`src/hw/rtl/ipv4lpt_ram.sv`:
```
// ---------------------------------------------------------------------------
// ipv4lpt_ram
// Simple dual port RAM, one write and one registered read per cycle.
// ---------------------------------------------------------------------------
`timescale 1ns / 1ps
`default_nettype none

module ipv4lpt_ram #(
  parameter int WIDTH = 8,
  parameter int DEPTH = 16,
  parameter int AW    = (DEPTH > 1) ? $clog2(DEPTH) : 1
) (
  input  wire logic             clk,
  input  wire logic             wr_en,
  input  wire logic [AW-1:0]    wr_addr,
  input  wire logic [WIDTH-1:0] wr_data,
  input  wire logic [AW-1:0]    rd_addr,
  output logic      [WIDTH-1:0] rd_data
);

  logic [WIDTH-1:0] mem [DEPTH];

  always_ff @(posedge clk) begin
    if (wr_en) begin
      mem[wr_addr] <= wr_data;
    end
  end

  always_ff @(posedge clk) begin
    rd_data <= mem[rd_addr];
  end

endmodule

`default_nettype wire

```
`config.mk`:
```
export PLATFORM = sky130hd
export DESIGN_NAME = ipv4lpt_ram
export DESIGN_NICKNAME = d
export VERILOG_FILES = /design/src/hw/rtl/ipv4lpt_ram.sv
export SDC_FILE = /design/constraint.sdc
export NUM_CORES = 1
export LEC_CHECK = 0
export ABC_AREA = 1
export BUFFER_PORTS_ARGS = -buffer_cell sky130_fd_sc_hd__buf_2
export CAP_MARGIN = 20
export CORE_ASPECT_RATIO = 0.7
export CORE_MARGIN = 1
export CORE_UTILIZATION = 55
export CTS_CLUSTER_DIAMETER = 50
export DETAILED_ROUTE_END_ITERATION = 12
export PLACE_DENSITY = 0.69
export SYNTH_ARGS = -nofsm -noshare
export SYNTH_HDL_FRONTEND = slang
export SYNTH_SLANG_ARGS = --single-unit
export TNS_END_PERCENT = 5
```
`constraint.sdc`:
```
create_clock -name clk -period 1.7 [get_ports clk]
set_input_delay 0.34 -clock clk [delete_from_list [all_inputs] [get_ports clk]]
set_output_delay 0.34 -clock clk [all_outputs]
set_load 0.005 [all_outputs]
```
# Word level (Yosys, flattened, before mapping)

Memories as Yosys holds them, arrays and structs flattened. A register that Yosys moved wholly into a read port is not among the register bits.
Cells that the tools add are included.

Register bits: 0
Bits in writable memories: 128
Input bits: 18
Memories: 1

Mux-type cells: 2

Memory list:

| name | depth | bits a word | rd ports | clocked after Yosys merged registers in | wr ports | RTL line | RTL |
|---|---|---|---|---|---|---|---|
| mem  | 16    | 8           | 1        | 1                                       | 1        | 21       | `logic [WIDTH-1:0] mem [DEPTH];` |

Operators by type and width:

| operator | count |
|---|---|
| $mux 1   | 2 |

# Depth between registers and ports, before layout

Depth in word-level cells: 2
Gate-level depth with buffers: 8

# Worst setup path after synthesis

Ideal clock, no wire load.

Path type: in2reg
Start: input wr_addr[2]
End: memory mem[10][0], enable pin
Setup time: 0.370 ns
Arrival time: 0.921 ns
Slack: 0.409 ns
Stages: 2
Cell sequence: nand3b_1 nor2_1

RTL lines:

| element     | RTL line | RTL |
|---|---|---|
| from (decl) | 15       | `input wire logic [AW-1:0] wr_addr,` |
| to (decl)   | 21       |  |

Straight into the memory's write port.

# Worst setup path in the final report

Start: register rd_data[0], read port of mem
End: output rd_data[0]

RTL lines:

| element     | RTL line | RTL |
|---|---|---|
| from (decl) | 18       | `output logic [WIDTH-1:0] rd_data` |

No word-level cell between the ends.

==> flow_summary.toml <==
[setup_path]
crit_path_max_fanout = 1
cp-start-kind = "flip-flop"
rrSetupSlack_ps = 610
path_buf_inv = 1
required_ps = 1360
crit_type = "reg2out"
path_cells = "buf_2"
slowest_delay_ps = 370
crit_path_top_delay_cell = "dfxtp_1"
worst-endpoint-arrival_ps = 920
crit_path_end_kind = "primary output"
path_delay_family = "flip-flops"

[synth]
yosys.cell_types.count = 12
synth_seq_cells = 136
seq_area_frac_synth = 0.694
syn_nets = 569
ys_warn_count = 0
avgSynthCellArea_um2 = 10.5
syn_area_um2 = 5770
synthCells = 551

[drt]
vias_per_cell = 5.34
drc = 0
routed_wl_um = 13000
drt_iter0_drc = 546
drt-pass1-iter-count = 5
wl_per_cell_um = 17.6
ant_nets = 0
via_count = 3930

[clocking]
htree_levels = 4
clk_pin_slew_ps = 50
hold_buffers = 0
root_buffer = "clkbuf_16"
cts.path.max_buffers = 2
worst_skew_pair.late_latency_ps = 420
cts_resized = 0
tritoncts = "yes"
postCtsSetupBuffers = 0
cts_made_buffers = 17
cts_sinks = 136

[timing]
final_max_slew_viol_count = 0
finClkSkew_ps = 7.55
hold_slack_ps = 285
fin_tns_setup_ps = 0
rsz0062_at_grt = "no"
setup_viol = 0
post-route-period-util = 0.744
slew_headroom = 0.627
tightest_slew_ps = 559
post-route-min-period_ps = 1260
fmax_mhz = 791
finalHoldViolations = 0

[flow_run]
maxCapViolations = 0

[floorplan]
die_w_um = 124
fp.dieH_um = 87.7
start_util = 0.580
rows = 30
core-area_um2 = 9950
dieArea_um2 = 10900
io_pins = 26

[grt]
grt.overflow.total = 0
grt_use_total = 0.259
grt_max_degree = 35
grt_pass1_vias = 3620
antenna_found_initial = 0
grt_pass1_wl_um = 20300

[placement]
hpwlAfterDp_um = 8200
placed_cell_area_um2 = 6100
numPortBuffers = 25
gp_congestion = 0.800
dpl.cell_count = 704

[power]
p_per_area_nw_per_um2 = 1160
max-vdd-ir-drop_mv = 0.791
pwr-share-seq = 0.490
p_int_uw = 6060
p_leak_uw = 0.00292
power.total_uw = 7700
p_switching_uw = 1640
p_comb_frac = 0.060
p_sw_frac = 0.213
p_clk_frac = 0.449

[finish]
nets = 613
final_cells = 736
layout_common_cells = "nand2_1 (173), edfxtp_1 (128), inv_1 (100), nand3_1 (97), buf_2 (25)"
final_layout_size_suffix_gt1_frac = 0.127
diodes = 0
final_common_cell = "nand2_1"
finalInstanceArea_um2 = 6660
syn_to_final_growth_pct = 15.5

[min_path]
hold_class = "in2reg"

[run_status]
outcome = "finished clean"
[cell type report]
cell class	count	area, µm²
clock buffers	21	450
fillers	720	3290
flip-flops and latches	136	4000
clock inverters	11	106
multi-input cells	289	1210
repair buffers	49	343
well taps	128	160
inverters	102	383
[worst reg2reg max path, stage by stage, from the launching register on]
cell and delay (ps):
edfxtp_1 360, inv_1 110, nand2_1 70, nand3_1 90, nand3_1 120, nand3_1 150
nand2_1 80
[final timing paths]
check                  start  cells after the start          to
setup reg to reg   mem[1][7]                      6  rd_data[7]
hold / removal    rd_addr[3]                      3  rd_data[2]
hold reg to reg   mem[13][2]                      6  rd_data[2]
setup / recovery  rd_data[0]                      1  rd_data[0]
[metrics by stage]
step	setup slack [ps]	utilization
5_1_grt	426	0.670
4_1_cts	427	0.670
2_1_floorplan	409	-
3_5_place_dp	224	0.614
3_3_place_gp	239	0.614
6_report	436	0.670
[power by group through the flow]
stage	clock network [µW]	registers [µW]	logic, µW
floorplan	0	3840	264
detailed placement	0	3840	460
global route	3630	3780	514
finish	3460	3770	465
global placement	0	3840	451
CTS	3510	3770	463
[registers in the layout, summed over array words and instances (netlist names)]
signal / flops
mem: 128
rd_data: 8
[Yosys cell counts]
| library cell | count | area, µm² |
|---|---|---|
| dfxtp_1 | 8 | 160 |
| buf_6 | 6 | 67.6 |
| buf_2 | 13 | 65.1 |
| buf_4 | 4 | 30.0 |
| buf_1 | 1 | 3.75 |
| nand2_1 | 173 | 649 |
| nor2_1 | 17 | 63.8 |
| inv_2 | 2 | 7.51 |
| nand3_1 | 97 | 485 |
| edfxtp_1 | 128 | 3840 |
| inv_1 | 100 | 375 |
| nand3b_1 | 2 | 15.0 |
[per-layer routing]
metal	part of all wire	global-route usage
met1	0.47	0.390
met2	0.43	0.374
met3	0.076	0.0538
met4	0.016	0.101
met5	0	0
[kinds of logic after synthesis]
family,synth area share
DFF,0.694
buffers and inverters,0.0952
and+or+nand+nor,0.210
No activity file was read; power rests on OpenSTA's default activity.
