## config.mk

```make
export PLATFORM = sky130hd
export DESIGN_NAME = ipv4lpt_match
export DESIGN_NICKNAME = d
export VERILOG_FILES = /design/src/hw/rtl/ipv4lpt_pkg.sv /design/src/hw/rtl/ipv4lpt_match.sv
export SDC_FILE = /design/constraint.sdc
export NUM_CORES = 1
export LEC_CHECK = 0
export BUFFER_PORTS_ARGS = -buffer_cell sky130_fd_sc_hd__buf_2
export CAP_MARGIN = 40
export CORE_MARGIN = 4
export CORE_UTILIZATION = 45
export DETAILED_ROUTE_END_ITERATION = 7
export PLACE_DENSITY_LB_ADDON = 0.3
export SLEW_MARGIN = 20
export SYNTH_ARGS = -nofsm -noshare
export SYNTH_HDL_FRONTEND = slang
export SYNTH_SLANG_ARGS = --single-unit
```

## constraint.sdc

```tcl
create_clock -name vclk -period 5.69
set_input_delay 1.138 -clock vclk [all_inputs]
set_output_delay 1.138 -clock vclk [all_outputs]
set_load 0.03 [all_outputs]
```

## src/hw/rtl/ipv4lpt_pkg.sv

```systemverilog
// ---------------------------------------------------------------------------
// ipv4lpt_pkg
// Shared types, request and status codes and the mask helper for the IPv4
// longest prefix table.
// ---------------------------------------------------------------------------
`timescale 1ns / 1ps
`default_nettype none

package ipv4lpt_pkg;

  localparam int TABLE_DEPTH = 128;
  localparam int IDX_W       = (TABLE_DEPTH > 1) ? $clog2(TABLE_DEPTH) : 1;
  localparam int CNT_W       = $clog2(TABLE_DEPTH + 1);
  localparam int ADDR_W      = 32;
  localparam int LEN_W       = 6;
  localparam int ENTRY_W     = ADDR_W + LEN_W;

  localparam logic [LEN_W-1:0] MAX_LEN = LEN_W'(ADDR_W);

  localparam logic [1:0] REQ_ADD = 2'd0;
  localparam logic [1:0] REQ_DEL = 2'd1;

  typedef enum logic [3:0] {
    ST_ADDED    = 4'd0,
    ST_DUP      = 4'd1,
    ST_FULL     = 4'd2,
    ST_BADLEN   = 4'd3,
    ST_DELETED  = 4'd4,
    ST_NOTFOUND = 4'd5,
    ST_EMPTY    = 4'd6,
    ST_MATCH    = 4'd7,
    ST_NOMATCH  = 4'd8
  } status_t;

  typedef struct packed {
    logic [1:0]        req_type;
    logic [ADDR_W-1:0] address;
    logic [LEN_W-1:0]  prefix_len;
  } in_req_t;

  typedef struct packed {
    status_t          status;
    logic [LEN_W-1:0] match_len;
  } out_res_t;

  // compare flags for one stored entry
  typedef struct packed {
    logic exact;
    logic covers;
  } match_t;

  function automatic logic [ADDR_W-1:0] len_mask(input logic [LEN_W-1:0] len);
    logic [LEN_W-1:0] sh;
    sh = MAX_LEN - len;
    if (len == '0) begin
      len_mask = '0;
    end else begin
      len_mask = {ADDR_W{1'b1}} << sh;
    end
  endfunction

endpackage

`default_nettype wire

```

## src/hw/rtl/ipv4lpt_match.sv

```systemverilog
// ---------------------------------------------------------------------------
// ipv4lpt_match
// Compares one stored entry against the request: exact base and length,
// and whether the masked address equals the stored base.
// ---------------------------------------------------------------------------
`timescale 1ns / 1ps
`default_nettype none

module ipv4lpt_match
  import ipv4lpt_pkg::*;
(
  input  wire logic [ADDR_W-1:0] e_base,
  input  wire logic [LEN_W-1:0]  e_len,
  input  wire logic [ADDR_W-1:0] q_addr,
  input  wire logic [LEN_W-1:0]  q_len,
  output match_t                 flags
);

  always_comb begin
    flags.exact  = (e_base == q_addr) && (e_len == q_len);
    flags.covers = ((q_addr & len_mask(e_len)) == e_base);
  end

endmodule

`default_nettype wire

```

### Word level (Yosys, flattened, before mapping)

Index checks and enable logic that the tools add are counted.

* bits in latches: 0
* output and inout bits: 2
* RAM bits: 0
* register bits: 0
* memory bits (read-only): 0
* input bits: 76
* logic and storage cells: 9
* memories kept: 0

* multiplexer cells: 1
* shifts and indexed selects: 1
* $lt $le $gt $ge: 0
* add/sub/neg operators: 1
* multipliers: 0
* reductions and logical operators: 2
* bitwise gates (word level): 1
* equal/unequal tests: 3
* div/mod/pow operators: 0

Operators with widths (count)
* == test 32 bit: 2
* AND 32 bit: 1
* two-way mux 32 bit: 1
* left shift 32 x 6 -> 32 bit, first input constant: 1
* == test 6 bit: 1
* logical NOT 6 bit: 1
* subtractor 6 bit, first input constant: 1
* logical AND 1 bit: 1

### Depth between registers and ports, before layout

Gate-level depths: netlist of run 1.

* depth after elaboration: 5
* depth in mapped cells: 14

### Worst setup path before layout of run 1

No wires, ideal clock.

* path type: input-to-output
* start: input port e_len[1]
* end: output port flags[0] (netlist bit)
* stages: 13
* path slack: 357 ps
* arrival: 4195 ps
* buffers on the path: 3
* path through: buf_1 -> inv_1 -> ha_1 -> clkbuf_1 -> clkbuf_1 -> inv_2 -> a22o_1 -> o31ai_1 -> a21boi_0 -> a311oi_1 -> nand4b_1 -> a2111o_1 -> nor4_2

RTL lines
* start: declaration: RTL line ipv4lpt_match.sv:13 `input wire logic [LEN_W-1:0] e_len,`
* end: declaration: RTL line ipv4lpt_match.sv:16 `output match_t flags`

==> results by group, run 1 <==
Worst setup path
  – Slowest stage delay, CP: 450 ps
  – Worst Path Class, Setup: input pin to output port
  – CP startpoint kind: input pin
  – Crit path capture type: output port
  – Crit path max fanout: 13
  – Slowest CP cell: mux2_2
  – Most used cell, CP: buf_2
  – Crit path required time: 4550 ps
  – Worst Path Buf+Inv: 4
  – Crit path max-delay family: simple AND/OR/NAND/NOR gates
  – Critical Path AT: 4280 ps
  – Worst-path cell chain: buf_2 -> inv_1 -> ha_1 -> buf_4 -> nor3b_1 -> mux2_2 -> a21oi_1 -> mux2i_1 -> nor3_1 -> nand4_1 -> a2111o_1 -> nor4_2 -> buf_2

Route
  – Via count: 2541
  – Iter 0 DRT Violations: 238
  – Drc violations: 0
  – Vias per cell: 6.26
  – Detail Route Antenna Nets: 0
  – WL final: 7190 µm
  – Pre-antenna DRT Iters: 5
  – Drt wl/cell: 17.7 µm

STA
  – Post-route setup slack: 268 ps
  – Slew Limit Fails: 0
  – Fin crit share: 95.3%
  – Measured slew at the worst slew-check pin: 833 ps
  – Min cycle time layout: 5420 ps
  – Unrepaired setup endpoints after global routing: false
  – Setup Total Neg Slack: 0 ps
  – Fin. Hold Viols: 0
  – Rel. slew slack: 43.0%
  – Setup violations, final: 0
  – Max Freq: 184 MHz

Power and ir drop
  – P_int: 0.0776 mW
  – VDD IR max: 0.0000370 V
  – Register share of total power: 0%
  – Sw power: 0.107 mW
  – Pleak: 1.00 nW
  – Combinational power share: 100.0%
  – Sw Share: 57.9%
  – Clk pwr share: 0%
  – Power Density: 77.4 nW/µm²

Logic synthesis
  – Synthesis Warnings: 0
  – Syn Nets: 363
  – Mapped Avg Cell Area: 6.80 µm²
  – Distinct cell type count after synthesis: 69
  – Cell area after synthesis: 1930 µm²
  – Sequential fraction of the synthesis area: 0%
  – Cell count after synthesis: 283

Floorplan
  – IO Pins: 78
  – Core box area: 4060 µm²
  – Die Footprint: 5390 µm²
  – Cell Rows: 23
  – Die Height: 73.4 µm
  – Initial core utilization: 47.5%
  – Chip width: 73.4 µm

Global route
  – Vias in the first global route: 2338
  – Congestion Overflow GR: 0
  – All-Layer GR Usage: 25.2%
  – Initial antenna violation count: 0
  – Largest net degree at the start of global routing: 26
  – First-pass GRT wire length: 10800 µm

CTS
  – Hold_buf cts: 0
  – Post-CTS setup buffers: 0

Place
  – Dpl cell area: 2370 µm²
  – RePlAce Congestion: 0.943
  – Post-DP HPWL: 5990 µm
  – PortBufs: 78
  – Pre-CTS setup slack: 285 ps

Cells and area
  – NumNets Final: 438
  – Layout cells sized above 1: 27.5%
  – Register area: 0 µm²
  – Area delta synth->final: 23.7%
  – Clkbuf count: 0
  – N_diodes: 0
  – Num sequential: 0
  – Finished layout cell area: 2380 µm²

Status
  – Status: completed

Min path
  – HP Class: input pin to output port

Run
  – Max Cap Viol: 0
-- layer usage --
metal	routed length (µm)	global-route usage (%)
met1	2870	33.1
met2	3350	42.9
met3	790	3.15
met4	182	7.44
met5	0	0
-- logic make-up after synthesis --
family | Yosys count | synth area share (%)
adders and majority gates | 4 | 2.60
and+or+nand+nor | 112 | 34.2
muxes | 4 | 2.27
buffers and inverters | 26 | 5.85
AOI/OAI and AO/OA | 92 | 34.6
xor gates and xnor gates | 45 | 20.5
-- Yosys cell counts (4+ instances only) --
cell type   n  area, µm²
a21boi_0    6       45.0
a21oi_1    11       55.1
and3_1      4       25.0
clkbuf_1    8       30.0
ha_1        4       50.1
inv_1      12       45.0
nand2_1    20       75.1
nand2b_1   14       87.6
nand3_1    10       50.1
nand4_1     8       50.1
nor2_1     11       41.3
nor2b_1     5       31.3
nor3_1      8       40.0
nor4_1      8       50.1
o211ai_1    4       30.0
o21ai_0    14       70.1
o21ai_1     4       20.0
o221ai_1    4       35.0
o22ai_1     5       31.3
o31ai_1     4       30.0
xnor2_1     8       70.1
xor2_1     37        324
-- layout make-up --
cell class | instances | area [µm²]
repair buffers | 86 | 450
inverters | 13 | 48.8
multi-input cells | 257 | 1820
well taps | 50 | 62.6
fillers | 423 | 1680
-- cells in the final DEF (no fill, tap or decap), types with 3 or more instances in the layout --
cell type	Yosys	routed
mux2_2	3	3
buf_2	0	78
and3_1	4	4
o21bai_1	3	3
nor2_1	11	11
o22ai_1	5	5
nand2_1	20	20
nand3_1	10	10
ha_1	4	4
o21ai_1	4	4
o31ai_1	4	4
o21ai_0	14	14
nor3_1	8	8
nor4_1	8	8
xor2_1	37	37
o221ai_1	4	4
o32ai_1	3	3
nand4b_1	3	3
nand4_1	8	8
nor2b_1	5	5
xnor2_1	8	8
a31oi_1	3	3
nand3b_1	3	3
buf_4	0	8
o211ai_1	4	4
nand2b_1	14	14
a21boi_0	6	6
inv_1	12	12
a21oi_1	11	11
-- path summary, 6_finish.rpt --
| kind | start | end | slack [ps] | cells after the start |
|---|---|---|---|---|
| max | e_len[1] | flags[0] | 270 | 13 |
| min | q_addr[23] | flags[1] | 2740 | 5 |
-- through the flow --
step                      total power, mW  hold WS, ps  std cells  util, %
after floorplan                     0.104         2480        283        -
after global routing                0.200         2780        406     58.7
after CTS                           0.180         2740        406     58.5
after detailed placement            0.180         2740        406     58.5
after global placement              0.179         2740        406     58.5
final                               0.184         2740        406     58.7
-- power by group through the flow --
stage	combinational [mW]	sequential [mW]	clock (mW)
detailed placement	0.180	0	0
global route	0.200	0	0
CTS	0.180	0	0
floorplan	0.104	0	0
global placement	0.179	0	0
finish	0.184	0	0
-- timing repair --
| action | CTS | global route |
|---|---|---|
| setup endpoints to repair | 0 | 1 |
| gates resized for setup | 0 | 1 |
| endpoints found under the hold margin | 0 | 0 |
Note: power is estimated with default switching activity, not from simulation.
==> run 2: changes to the inputs <==
--- a/config.mk
+++ b/config.mk
@@ -7,10 +7,12 @@
 export LEC_CHECK = 0
 export BUFFER_PORTS_ARGS = -buffer_cell sky130_fd_sc_hd__buf_2
 export CAP_MARGIN = 40
+export CORE_ASPECT_RATIO = 0.8
 export CORE_MARGIN = 4
 export CORE_UTILIZATION = 45
 export DETAILED_ROUTE_END_ITERATION = 7
 export PLACE_DENSITY_LB_ADDON = 0.3
+export REMOVE_ABC_BUFFERS = 1
 export SLEW_MARGIN = 20
 export SYNTH_ARGS = -nofsm -noshare
 export SYNTH_HDL_FRONTEND = slang
==> results by group, run 2 (synthesis gave the netlist of run 1 again) <==
Power and ir drop
  – Power Density: 77.8 nW/µm² (+0.55%)
  – Sw power: 0.110 mW (+2.8%)
  – Pleak: 1.02 nW (+1.3%)
  – P_int: 0.0781 mW (+0.69%)
  – VDD IR max: 0.0000433 V (+17%)
  – Clk pwr share: 0% (unchanged)
  – Combinational power share: 100.0% (about the same)
  – Sw Share: 58.4% (+0.51 points)
  – Register share of total power: 0% (unchanged)

Status
  – Status: completed

Worst setup path
  – Crit path max fanout: 13 (unchanged)
  – Crit path capture type: output port
  – Worst Path Class, Setup: input pin to output port
  – Critical Path AT: 4340 ps (+60 ps)
  – CP startpoint kind: input pin
  – Crit path required time: 4550 ps (about the same)

STA
  – Min cycle time layout: 5480 ps (+56.1 ps)
  – Rel. slew slack: 53.7% (+11 points)
  – Slew Limit Fails: 0 (unchanged)
  – Measured slew at the worst slew-check pin: 684 ps (-149 ps)
  – Setup Total Neg Slack: 0 ps (unchanged)
  – Unrepaired setup endpoints after global routing: false
  – Post-route setup slack: 212 ps (-56.1 ps)
  – Setup violations, final: 0 (unchanged)
  – Fin. Hold Viols: 0 (unchanged)
  – Fin crit share: 96.3% (+0.99 points)
  – Worst hold slack: 2730 ps (-3.37 ps)
  – Max Freq: 183 MHz (-1.0%)

Cells and area
  – Commonest non-fill, non-tap cells in the layout: buf_2, xor2_1, nand2_1
  – Non-filler cells, final: 414 (+2.0%)
  – Layout cells sized above 1: 28.1% (+0.61 points)
  – Fill cells: 419 (-0.95%)
  – Num sequential: 0 (unchanged)
  – N_diodes: 0 (unchanged)
  – Clkbuf count: 0 (unchanged)
  – Register area: 0 µm² (unchanged)
  – Area delta synth->final: 25.4%
  – Most common cell after layout, fill and taps aside: buf_2
  – NumNets Final: 441 (+0.68%)

Global route
  – Largest net degree at the start of global routing: 26 (unchanged)
  – All-Layer GR Usage: 26.8% (+1.6 points)
  – Vias in the first global route: 2279 (-2.5%)
  – Initial antenna violation count: 0 (unchanged)
  – First-pass GRT wire length: 11400 µm (+5.7%)
  – Congestion Overflow GR: 0 (unchanged)

Route
  – Drc violations: 0 (unchanged)
  – Vias per cell: 6.37 (+1.7%)
  – Pre-antenna DRT Iters: 5 (unchanged)
  – Iter 0 DRT Violations: 277 (+16%)
  – Drt wl/cell: 18.1 µm (+2.1%)
  – WL final: 7490 µm (+4.1%)
  – Detail Route Antenna Nets: 0 (unchanged)
  – Via count: 2636 (+3.7%)

Floorplan
  – Die Height: 66.5 µm (-9.4%)
  – IO Pins: 78 (unchanged)
  – Core box area: 3950 µm² (-2.6%)
  – Chip width: 81.1 µm (+11%)
  – Initial core utilization: 48.7% (+1.2 points)
  – Die Footprint: 5400 µm² (+0.12%)
  – Cell Rows: 20 (-13%)

Min path
  – HP Class: input pin to output port
  – Hold Path Sink: flags[1]
  – Hold Crit Depth: 5 (unchanged)
  – HP Start: e_base[23]

Place
  – RePlAce Congestion: 1.01 (+6.8%)
  – Post-DP HPWL: 6190 µm (+3.4%)
  – Pre-CTS setup slack: 219 ps (-66.4 ps)
  – Placed instance count: 413 (+1.7%)
  – PortBufs: 78 (unchanged)

Run
  – Max Cap Viol: 0 (unchanged)

CTS
  – Hold_buf cts: 0 (unchanged)
-- run 2: worst max-delay path by stage --
stage	cells past startpoint	start	endpoint	slack (ps)
after global placement	12	e_len[1]	flags[0]	290
after CTS	12	e_len[1]	flags[0]	200
after floorplan	10	e_len[1]	flags[0]	530
after detailed placement	12	e_len[0]	flags[0]	220
after global routing	13	e_len[1]	flags[0]	50
final	13	e_len[1]	flags[0]	210
-- run 2: what timing repair did --
item | in CTS | in global routing
setup buffers | 0 | 0
resized for setup | 0 | 2
setup endpoints to repair | 0 | 1
-- run 2: cell type report --
class / instances / area, µm² / share of cell area (%)
inverter: 13 / 48.8 / 2.02
multi-input combinational: 257 / 1830 / 75.7
tap: 55 / 68.8 / 2.85
timing repair buffer: 89 / 469 / 19.4
-- run 2: routing by layer --
metal	up-vias	track usage (%)	share of wire [%]
li1	1236	-	-
met1	1211	40.6	44
met2	179	41.1	42
met3	10	2.57	12
met4	0	4.01	1.2
met5	-	0	0
-- run 2: power by group through the flow --
stage / clock, mW / combinational [mW] / sequential, mW
5_1_grt: 0 / 0.203 / 0
4_1_cts: 0 / 0.181 / 0
6_report: 0 / 0.188 / 0
2_1_floorplan: 0 / 0.0956 / 0
3_3_place_gp: 0 / 0.180 / 0
3_5_place_dp: 0 / 0.180 / 0
-- run 2: through the flow --
step / instance area, µm² / utilization (%) / total power, mW
floorplan: 1860 / - / 0.0956
global placement: 2400 / 60.6 / 0.180
detailed placement: 2400 / 60.6 / 0.180
CTS: 2400 / 60.6 / 0.181
global route: 2410 / 61.1 / 0.203
finish: 2410 / 61.1 / 0.188
-- run 2: critical path, cell delays in order --
cell and delay, ps:
buf_2 180, inv_1 150, ha_1 320, buf_4 260, inv_2 70, a22o_1 230, o31ai_1 350, a21boi_0 150
a311oi_1 380, nand4b_1 160, a2111o_1 460, nor4_2 270, buf_2 230
==> run 3: changes to the inputs <==
--- a/config.mk
+++ b/config.mk
@@ -9,7 +9,7 @@
 export CAP_MARGIN = 40
 export CORE_ASPECT_RATIO = 0.8
 export CORE_MARGIN = 4
-export CORE_UTILIZATION = 45
+export CORE_UTILIZATION = 52
 export DETAILED_ROUTE_END_ITERATION = 7
 export PLACE_DENSITY_LB_ADDON = 0.3
 export REMOVE_ABC_BUFFERS = 1
==> constraint.sdc (replaced) <==
create_clock -name vclk -period 5.69
set_input_delay 1.138 -clock vclk [all_inputs]
set_output_delay 1.138 -clock vclk [all_outputs]
set_load 0.01 [all_outputs]
==> results by group, run 3 (synthesis gave the netlist of run 1 again) <==
Power and ir drop
  – Register share of total power: 0% (unchanged)
  – Sw power: 0.110 mW (+0.49%)
  – Combinational power share: 100.0% (about the same)
  – Sw Share: 58.4% (about the same)
  – Clk pwr share: 0% (unchanged)
  – P_int: 0.0786 mW (+0.58%)
  – Power Density: 79.0 nW/µm² (+1.5%)
  – VDD IR max: 0.0000636 V (+47%)
  – Pleak: 1.03 nW (+0.90%)

Cells and area
  – Most common cell after layout, fill and taps aside: buf_2
  – Register area: 0 µm² (unchanged)
  – Num sequential: 0 (unchanged)
  – Clkbuf count: 0 (unchanged)
  – Finished layout cell area: 2390 µm² (-0.98%)
  – N_diodes: 0 (unchanged)
  – Area delta synth->final: 24.2%
  – NumNets Final: 440 (-0.23%)
  – Layout cells sized above 1: 27.9% (-0.20 points)
  – Commonest non-fill, non-tap cells in the layout: buf_2, xor2_1, nand2_1

Worst setup path
  – Crit path required time: 4550 ps (about the same)
  – Crit path max fanout: 17 (+4)
  – CP startpoint kind: input pin
  – Slowest stage delay, CP: 600 ps (+140 ps)
  – Critical Path AT: 4390 ps (+50 ps)
  – Crit path capture type: output port
  – Most used cell, CP: buf_2
  – Slowest CP cell: o21ai_2
  – Worst Path Class, Setup: input pin to output port
  – Worst-path cell chain: buf_2 -> inv_1 -> ha_1 -> o21ba_1 -> nor4_1 -> o21ai_2 -> a21boi_0 -> a2111oi_2 -> nand4b_1 -> a2111o_1 -> nor4_2 -> buf_2

Global route
  – M2 GR Usage: 44.1% (+3.0 points)
  – Initial antenna violation count: 0 (unchanged)
  – Grt peak-use layer: met2
  – Met1 Use GR: 39.9% (-0.65 points)
  – Vias in the first global route: 2309 (+1.3%)
  – All-Layer GR Usage: 28.5% (+1.7 points)
  – First-pass GRT wire length: 11400 µm (-0.48%)
  – Largest net degree at the start of global routing: 25 (-3.8%)
  – Met3 Usage GRT: 6.92% (+4.3 points)
  – Congestion Overflow GR: 0 (unchanged)

CTS
  – Post-CTS sizing: 0 (unchanged)
  – Hold_buf cts: 0 (unchanged)
  – Post-CTS setup buffers: 0 (unchanged)

Place
  – Post-DP HPWL: 6160 µm (-0.53%)
  – PortBufs: 78 (unchanged)
  – Dpl cell area: 2370 µm² (-0.99%)
  – RePlAce Congestion: 1.01 (+0.31%)

Floorplan
  – IO Pins: 78 (unchanged)
  – Core box area: 3490 µm² (-12%)
  – Cell Rows: 19 (-5.0%)
  – Chip width: 76.0 µm (-6.3%)
  – Die Footprint: 4750 µm² (-12%)
  – Die Height: 62.4 µm (-6.1%)
  – Initial core utilization: 55.1% (+6.4 points)

STA
  – Slew Limit Fails: 0 (unchanged)
  – Max Freq: 181 MHz (-0.88%)
  – Rel. slew slack: 50.1% (-3.6 points)
  – Measured slew at the worst slew-check pin: 748 ps (+64.1 ps)
  – Min cycle time layout: 5530 ps (+48.9 ps)
  – Unrepaired setup endpoints after global routing: false
  – Setup Total Neg Slack: 0 ps (unchanged)
  – Setup violations, final: 0 (unchanged)
  – Fin crit share: 97.1% (+0.86 points)
  – Fin. Hold Viols: 0 (unchanged)

Min path
  – HP Start: q_addr[23]
  – Hold Path Sink: flags[1]
  – HP Class: input pin to output port
  – Hold Crit Depth: 5 (unchanged)

Route
  – WL final: 7480 µm (about the same)
  – Detail Route Antenna Nets: 0 (unchanged)
  – Iter 0 DRT Violations: 230 (-17%)
  – Vias per cell: 6.51 (+2.3%)
  – Via count: 2605 (-1.2%)
  – Drc violations: 0 (unchanged)
  – Drt wl/cell: 18.7 µm (+3.4%)
  – Pre-antenna DRT Iters: 5 (unchanged)

Status
  – Status: completed

Run
  – Max Cap Viol: 0 (unchanged)
[run 3: power by group through the flow]
stage / registers, mW / clock network (mW) / logic (mW)
detailed placement: 0 / 0 / 0.182
global placement: 0 / 0 / 0.181
global route: 0 / 0 / 0.203
floorplan: 0 / 0 / 0.0956
finish: 0 / 0 / 0.189
CTS: 0 / 0 / 0.182
[run 3: final cells by class]
| type | count | area [µm²] |
|---|---|---|
| repair buffers | 88 | 470 |
| well taps | 42 | 52.6 |
| fillers | 328 | 1100 |
| inverters | 13 | 48.8 |
| multi-input cells | 257 | 1820 |
[run 3: how the worst max path moves through the flow]
stage	from	end	slack [ps]	cells after the start
final	e_len[0]	flags[0]	160	12
after global routing	e_len[0]	flags[0]	9	12
after CTS	e_len[0]	flags[0]	250	12
after detailed placement	e_len[0]	flags[0]	260	12
after global placement	e_len[0]	flags[0]	270	12
after floorplan	e_len[1]	flags[0]	840	10
[run 3: critical path: cells and delay by family]
kind	cells	cell delay [ps]
buffers and inverters	3	540
adders and majority gates	1	270
AOI/OAI and AO/OA	5	1910
and+or+nand+nor	3	520
[run 3: routing by layer]
layer  wire [µm]  part of all wire (%)
met5           0                     0
met4         145                   1.9
met3         890                    12
met2        3230                    43
met1        3210                    43
[run 3: metrics by stage]
step           hold WS [ps]  utilization (%)  setup slack (ps)  total power [mW]  cells
2_1_floorplan          2440                -               837            0.0956    270
5_1_grt                2730             68.4              9.11             0.203    400
3_5_place_dp           2700             67.9               257             0.182    399
4_1_cts                2700             67.9               248             0.182    399
6_report               2720             68.4               163             0.189    400
3_3_place_gp           2690             67.9               274             0.181    399
